[config.mk]
export PLATFORM = sky130hd
export DESIGN_NAME = bpe_ram
export DESIGN_NICKNAME = d
export VERILOG_FILES = /design/src/rtl/bpe_ram.sv
export SDC_FILE = /design/constraint.sdc
export NUM_CORES = 2
export LEC_CHECK = 0
export BUFFER_PORTS_ARGS = -buffer_cell sky130_fd_sc_hd__clkbuf_2
export CAP_MARGIN = 20
export CORE_ASPECT_RATIO = 1.5
export CORE_UTILIZATION = 30
export CTS_BUF_LIST = sky130_fd_sc_hd__clkbuf_8 sky130_fd_sc_hd__clkbuf_16
export CTS_CLUSTER_SIZE = 14
export DETAILED_ROUTE_END_ITERATION = 10
export HOLD_SLACK_MARGIN = 0.12
export PLACE_DENSITY = 0.4
export SYNTH_ARGS = -nofsm -noshare
export SYNTH_HDL_FRONTEND = slang
export SYNTH_SLANG_ARGS = --single-unit
[constraint.sdc]
create_clock -name clk -period 9.7 [get_ports clk]
set_input_delay 0.485 -clock clk [delete_from_list [all_inputs] [get_ports clk]]
set_output_delay 0.485 -clock clk [all_outputs]
set_load 0.005 [all_outputs]
[src/rtl/bpe_ram.sv]
module bpe_ram #(
  parameter int WIDTH = 32,
  parameter int DEPTH = 64
) (
  input  logic                     clk,
  input  logic                     we,
  input  logic [$clog2(DEPTH)-1:0] waddr,
  input  logic [WIDTH-1:0]         wdata,
  input  logic [$clog2(DEPTH)-1:0] raddr,
  output logic [WIDTH-1:0]         rdata
);

  logic [WIDTH-1:0] mem [DEPTH];

  always_ff @(posedge clk) begin
    if (we) begin
      mem[waddr] <= wdata;
    end
    rdata <= mem[raddr];
  end

endmodule

==> results.md <==
- Total Wirelength: 246000 um
- WL met2: 130000 um
- Clock Skews: 0.0404 ns
- Number of DRC markers in iteration 0: 3623
- Synthesized netlist net count: 3370
- Finish-stage setup viols: 0
- Crit-path cells: buf_8, buf_4, buf_4, mux4_2, o221ai_1, a21oi_1, a21oi_1, nor2_1
- Die height: 629 um
- Clock Path Buffers: 4
- Synth Area in Simple Gates: 1.27%
- Slowest stage delay, CP: 0.82 ns
- Highest routed layer: met5
- Commonest cells in the netlist: edfxtp_1 (2048), mux4_2 (544), nor2_1 (137), mux2i_1 (93), o22ai_1 (84)
- Tcrit/Tclk final: 39.0%
- Crit path DAT: 4.49 ns
- Final core utilization: 34.8%
- Synth Area in Compound Gates: 1.67%
- Drt first pass iters: 5
- Mux cell area share after synthesis: 16.8%
- Final Net Count: 3614
- Critical path type: in -> reg
- Die width: 420 um
- Vias in the first global route: 38600
- Top cell type's share of synthesized area: 78.3%
- Die area: 264000 um2
- Area contributors post-synth: edfxtp_1 (78%), mux4_2 (16%), mux2i_1 (1.2%)
- Layout cell share with drive strength beyond 1: 29.8%
- Largest net degree at the start of global routing: 92
- Final Hold Viols: 0
- I/O Buffers: 77
- Hold Path Stages: 2
- Adder-cell share of the synthesized area: 0%
- Post-CTS resize count: 0
- VDD IR max: 128 uV
- CTS tree: done
- Initial Util: 30.2%
- Pins Over Slew Limit: 0
- Worst-margin pin slew: 1.10 ns
- HP Class: in -> reg
- Metal-1 WL: 98500 um
- Worst Setup End Kind: flip-flop
- Core area: 260000 um2
- Vias post-DR: 36200
- R2r worst-path depth: 4
- Yosys warns: 0
- Largest fanout on the critical path: 51
- Avg Cell Area, Syn: 23.6 um2
- Clock sinks: 2080
- Sum Neg Setup Slack: 0 ns
- Outcome: finished, final reports clean
- Post-synthesis sequential area ratio: 79.1%
- Initial antenna violation count: 25
- Synth unique cells: 34
- Clock-pin slew on the worst setup and hold paths: 0.06 ns
- RSZ-0062 raised after global routing: no
- Fmax achieved: 264 MHz
- Total GRT Usage: 18.6%
- Antenna viol nets, final: 0
- FFs w/ async S/R, synth: 0%
- Number of enable flip-flop cells after synthesis: 2048
- Fill cell count: 24100
- Cell area after synthesis: 78500 um2
- WL/cell: 34.1 um
- Syn Inst Count: 3324
- Max_slew headroom: 26.3%
- Root Driver: clkbuf_16
- Slowest CP cell: buf_4
- Max-Cap Viols: 0
- H-tree depth: 4
- Critical Path RT: 10.40 ns
- DRC: 0
- Routed wl met3: 11000 um
- Ports: 78
- Leak pwr: 27.8 nW
- Crit path launch type: input pin
- Post-CTS setup buffers: 0
- Tot Pwr: 18.8 mW
- Area grow syn2layout: 15.2%
- Synth area leader: edfxtp_1
- Pwr/cell area: 207 nW/um2
- Gpl congestion: 0.753
- Main combinational cell family by area after synthesis: multiplexers
- Min Tclk post-route: 3.79 ns
- Synth Register Bits: 2080
- Clk_lat worst skew: 0.87 ns
- Top_reg_cell synth: edfxtp_1
- FP Rows: 229
- Worst hold margin: 0.279 ns
- Vias per std cell: 5.02
- Xor/xnor share of the synthesized area: 0%
- Area of the multi-input gates: 16000 um2
- Dpl hpwl: 131000 um
- Num CTS Buffers: 207
- Top-count cell post-synth: edfxtp_1
- First-pass GRT wire length: 335000 um
- Global route overflow: 0
- Area taken by flip-flops and latches: 62100 um2
[sequential cells by signal, indices dropped and copies added, names as in the netlist]
signal	count
rdata	32
mem	2048
[path summary, 6_finish.rpt]
kind | from | end | slack [ns]
worst max register to register | mem[43][7]$_DFFE_PP_ | rdata[7]$_DFF_P_ | 7.24
worst min register to register | mem[12][17]$_DFFE_PP_ | rdata[17]$_DFF_P_ | 0.74
worst max-delay path | raddr[1] | rdata[24]$_DFF_P_ | 5.91
worst min-delay path | wdata[30] | mem[44][30]$_DFFE_PP_ | 0.28
[repair_timing]
action                                 4_1_cts  5_1_grt
hold buffers                                 1        0
setup endpoints to repair                    0        0
endpoints found under the hold margin        5        0
[routing by layer]
metal,global-route usage [%],vias to the layer above
met2,33.2,885
met1,23.5,20200
met3,2.35,281
met5,0,-
met4,4.78,8
li1,-,14800
[final cells by class]
class	instances	share of cell area [%]
flip-flops and latches	2080	68.7
diodes	10	0.0277
repair buffers	217	1.73
multi-input cells	1062	17.7
clock buffers	226	6.07
clock inverters	147	0.984
well taps	3465	4.79
[per-stage QoR]
stage / area (um2) / setup slack (ns) / cells
floorplan: 78500 / 6.06 / 3324
global placement: 84000 / 5.04 / 6820
detailed placement: 84000 / 5.09 / 6823
CTS: 90400 / 6.02 / 7197
global route: 90400 / 5.87 / 7198
finish: 90400 / 5.91 / 7207
[layout by cell type (no fill, tap or decap), types with 26 or more instances in the layout]
cell type and count:
buf_4 130, dfxtp_1 32, mux4_2 544, inv_1 56, nor2_1 74, mux2i_1 93
clkbuf_16 211, clkbuf_2 73, clkinv_2 32, clkinv_1 41, nor2_4 63, edfxtp_1 2048
o22ai_1 84, nand2_1 26, o221ai_1 27, a21oi_1 61
[power by group]
group	internal [mW]	leakage, nW	switching (mW)
clock network	4.30	3.36	3.45
registers	9.95	18.7	0.0589
logic	0.334	5.75	0.668
total	14.6	27.8	4.18
[cells by family (layout without fill, tap and decap cells)]
kind of cell / after synthesis / count (layout)
multiplexers: 637 / 637
buffers and inverters: 182 / 590
flip-flops: 2080 / 2080
AND/OR/NAND/NOR: 223 / 223
other: 0 / 10
AO/OA/AOI/OAI: 202 / 202
[worst max-delay path: cells and delay by family]
| family | cells | cell delay, ns |
|---|---|---|
| and+or+nand+nor | 1 | 0.14 |
| buffers and inverters | 3 | 1.83 |
| muxes | 1 | 0.61 |
| AOI/OAI and AO/OA | 3 | 1.15 |
(Power assumes the default switching activity.)
