`src/rtl/bpe_qmul.sv`:
```
module bpe_qmul (
  input  logic               clk,
  input  logic signed [31:0] a,
  input  logic signed [31:0] b,
  output logic signed [31:0] res,
  output logic               ovf
);

  logic signed [63:0] prod;
  logic        [47:0] shifted;

  always_ff @(posedge clk) begin
    prod <= a * b;
  end

  // dropping the low 16 bits of a two's complement value rounds toward minus infinity
  assign shifted = prod[63:16];

  always_comb begin
    ovf = !((&shifted[47:31]) || !(|shifted[47:31]));
    if (ovf) begin
      res = shifted[47] ? 32'sh8000_0000 : 32'sh7fff_ffff;
    end else begin
      res = shifted[31:0];
    end
  end

endmodule

```
`config.mk`:
```
export PLATFORM = sky130hd
export DESIGN_NAME = bpe_qmul
export DESIGN_NICKNAME = d
export VERILOG_FILES = /design/src/rtl/bpe_qmul.sv
export SDC_FILE = /design/constraint.sdc
export NUM_CORES = 2
export LEC_CHECK = 0
export BUFFER_PORTS_ARGS = -buffer_cell sky130_fd_sc_hd__clkbuf_2
export CAP_MARGIN = 0
export CORE_MARGIN = 1
export CORE_UTILIZATION = 60
export CTS_BUF_LIST = sky130_fd_sc_hd__clkbuf_16
export DETAILED_ROUTE_END_ITERATION = 12
export PLACE_DENSITY_LB_ADDON = 0.2
export SETUP_SLACK_MARGIN = 0.1
export SLEW_MARGIN = 20
export SYNTH_ARGS = -nofsm -noshare
export SYNTH_HDL_FRONTEND = slang
export SYNTH_SLANG_ARGS = --single-unit
export TNS_END_PERCENT = 50
```
`constraint.sdc`:
```
create_clock -name clk -period 16.8 [get_ports clk]
set_input_delay 0.84 -clock clk [delete_from_list [all_inputs] [get_ports clk]]
set_output_delay 0.84 -clock clk [all_outputs]
set_load 0.1 [all_outputs]
```
==> results.txt <==
The number of buffers on the longest clock path came out at 2. The final layout contains routed wiring with a total length of 88,140 µm. The hold-fix buffer count after cts is 0. After detailed routing, the wire length on met1 is ~34,000 µm. The area growth from synthesis to final layout came out at 2.968%.

The number of enable-type register cells in the synthesized netlist came out at 0. By area, the combinational part of the netlist is dominated by adder cells. The number of buffers and inverters on the critical path came out at 8.

The final-report max-slew violation count came out at 0. The critical path launch point type is a primary input. The share of the clock period used by the worst path after layout is 0.5331. Setup repair after global routing left no endpoint under its margin.

For this run the aggregate overflow at the end of global routing stands at 0. The initialized floorplan defines 90 standard-cell rows. The number of distinct library cell variants in the gate-level netlist after synthesis is 62. Ranked by total cell area, the synthesized netlist is headed by sky130_fd_sc_hd__fa_1, sky130_fd_sc_hd__inv_1, sky130_fd_sc_hd__and2_1.

The proportion of netlist area held by the largest area contributor is 0.5873. For this run, the slowest stage of the critical path takes 0.83 ns. The highest clock frequency the design can meet came out at about 110 MHz. For this run, the post-layout net count is between 5,000 and 6,000. The register with the most flip-flops in the layout has 48 of them. The library cells used most frequently in the layout, excluding fill and tap cells, are sky130_fd_sc_hd__fa_1, sky130_fd_sc_hd__inv_1, sky130_fd_sc_hd__nand2_1, sky130_fd_sc_hd__and2_1, sky130_fd_sc_hd__ha_1. Clock tree synthesis inserted a total of 5 buffers. After detailed routing, the number of remaining DRC violations is 0. The via density per instance came out at roughly 5.5. The worst path arrival time is 9.19 ns. The buffer count from post-CTS setup fixing came out at 0. The overall global routing resource usage came out at 0.3025. The floorplan core area came out at between 60,000 and 70,000 µm². The initial antenna violation count came to 4.

The hold-critical path depth came out at 9. In this run the top signal layer used is met5. The horizontal die dimension is 249.8 µm. The number of maximum-capacitance violations came out at 0. The routed layout has about 25,000 vias. The cell area after synthesis is approximately 37,000 µm². The library cell with the largest summed area after synthesis is sky130_fd_sc_hd__fa_1. The core occupancy in the finished layout came out at 0.6274.

The largest registers in the layout are prod: 48 flops. The length of the first detailed-routing pass in iterations came out at 5. The launch point of the worst hold path is a[0]. The critical path in this run is classified as primary input to flop. The simple-gate portion of the synthesized area came out at 0.1564.

The path class of the tightest hold or removal check is primary input to flop. For hold timing, the worst endpoint is prod[16]. The register bit total from synthesis is 48. Of the total synthesized cell area, the portion taken by XOR and XNOR cells is 0.01521.

Of the total synthesized cell area, the portion taken by full adders, half adders and majority gates is 0.6485. In the final layout, the share of cells above drive strength 1 is 0.04062. TritonCTS built the clock tree. In the final routed layout, each cell accounts on average for slightly below 20 µm. The post-route minimum period came out at about 9 ns. The fraction of registers with async set/reset came out at 0. The number of gates resized after cts came out at 0. The routed length on met3 is 4640 µm.

The total half-perimeter wirelength after legalization and detailed placement is between 70,000 and 80,000 µm. The final-layout worst hold slack is between 1.5 and 2 ns. Entering global routing, the biggest net connects 34 pins.

The number of top-level pins is 98. The cell repeated most along the worst path is sky130_fd_sc_hd__fa_1. The final weighted congestion in routability-driven placement came out at 0.9038.

The pin slew with the least headroom to its limit came out at 1.035 ns. The number of H-tree levels came out at 2. Counting every sink on the clock net gives 48. The clock slew seen by the registers of the worst setup and hold paths is roughly 0.070 ns. The number of nets in the synthesized netlist is 5,195.

The data required time at the worst endpoint is between 15 and 20 ns. Synthesis produced a netlist whose cell count is between 3,000 and 4,000. The total count of hold-check failures in the final report is 0. The count of routing violations after the opening detailed-route iteration is 1,193. STA classifies the critical path endpoint as a flop. The area of the die is about 62,000 µm². The synthesized-area fraction occupied by ao, oa, aoi and oai cells came to 0.03430. The number of global-route vias before repair came out at roughly 28,000. The warning count from the yosys run came out at 0. Setup violations remaining at the end of the flow were counted as 0. The worst-case headroom to the max-slew limit is 0.3098. The routed length on met2 came out at between 40,000 and 50,000 µm. On the critical path the largest part of the delay comes from adder cells.

Input and output buffers added on the ports amount to a little under 100. The flow ran to the end, and the final reports show no timing, DRC or antenna violations. The synthesized area per cell is between 9 and 10 µm². Adding up every negative setup slack in the final design gives 0 ns. The die extent in y is ~250 µm.

The portion of synthesized area spent on multiplexers is 0. The effective utilization at floorplan came out at 0.6093. Leaving out fill and tap cells, the most frequent cell in the layout is sky130_fd_sc_hd__fa_1. The largest individual stage delay along the critical path comes from the cell sky130_fd_sc_hd__fa_1. Ranked by flip-flop count, first place goes to prod. For this run, the leading register cell type out of synthesis is sky130_fd_sc_hd__dfxtp_1. The count of nets left with antenna violations once routing finished came out at 0. The maximum fanout along the worst path is 32. The root buffer cell chosen for the clock tree is sky130_fd_sc_hd__clkbuf_16. The sequential cell area fraction in the yosys report is 0.02608.

The global-route wire length before repair came out at around 150,000 µm.
-- worst max path at each step --
| stage | endpoint | from | slack (ns) | cells past startpoint |
|---|---|---|---|---|
| after CTS | prod[57] | a[31] | 7.83 | 26 |
| after global routing | prod[56] | a[31] | 7.41 | 26 |
| after global placement | prod[57] | a[31] | 7.70 | 26 |
| final | prod[57] | a[31] | 7.84 | 26 |
| after detailed placement | prod[57] | a[31] | 7.55 | 26 |
| after floorplan | prod[57] | b[2] | 8.59 | 24 |
-- stage by stage --
step | setup slack [ns] | cell area, µm² | std cells
2_1_floorplan | 8.587 | 36850 | 3869
3_3_place_gp | 7.697 | 37730 | 4565
3_5_place_dp | 7.545 | 37730 | 4565
4_1_cts | 7.832 | 37930 | 4573
5_1_grt | 7.411 | 37940 | 4575
6_report | 7.844 | 37940 | 4575
-- cell type report --
class                      count  area, µm²
antenna                        2      5.005
multi-input combinational   2649      31500
fill                        5165      22530
clock buffer                   5      125.1
tap                          782      978.4
sequential                    48      960.9
clock inverter                 3      68.82
timing repair buffer         124      688.2
inverter                     962       3611
-- routing by layer --
layer,up-vias,GRT usage
met5,-,0
met4,4,0.1106
met3,216,0.03306
met2,799,0.5375
met1,13140,0.3824
li1,10800,-
-- kinds of logic after synthesis --
group | Yosys count
XOR/XNOR | 64
AO/OA/AOI/OAI | 180
AND/OR/NAND/NOR | 1144
buffers and inverters | 1172
flip-flops | 48
adder cells (fa/ha/maj) | 1261
-- synthesized netlist by cell type (all sizes together) (2+ instances only) --
cell type,n
nand3,12
nor4,4
o21bai,8
o211ai,4
o311ai,2
o31ai,3
or3,4
ha,180
xor2,18
buf,6
o21ai,29
nor3,7
and2,510
fa,1081
inv,962
dfxtp,48
nor2b,4
nand2,513
nor2,45
a21oi,53
nand4,17
a41oi,2
xnor2,46
a31oi,6
nand2b,13
a21o,54
or2,3
clkbuf,204
and3,6
a211oi,4
and4,2
Power is not shown: default switching activity piles up to over one toggle a cycle in this logic, so the estimate is an artifact.
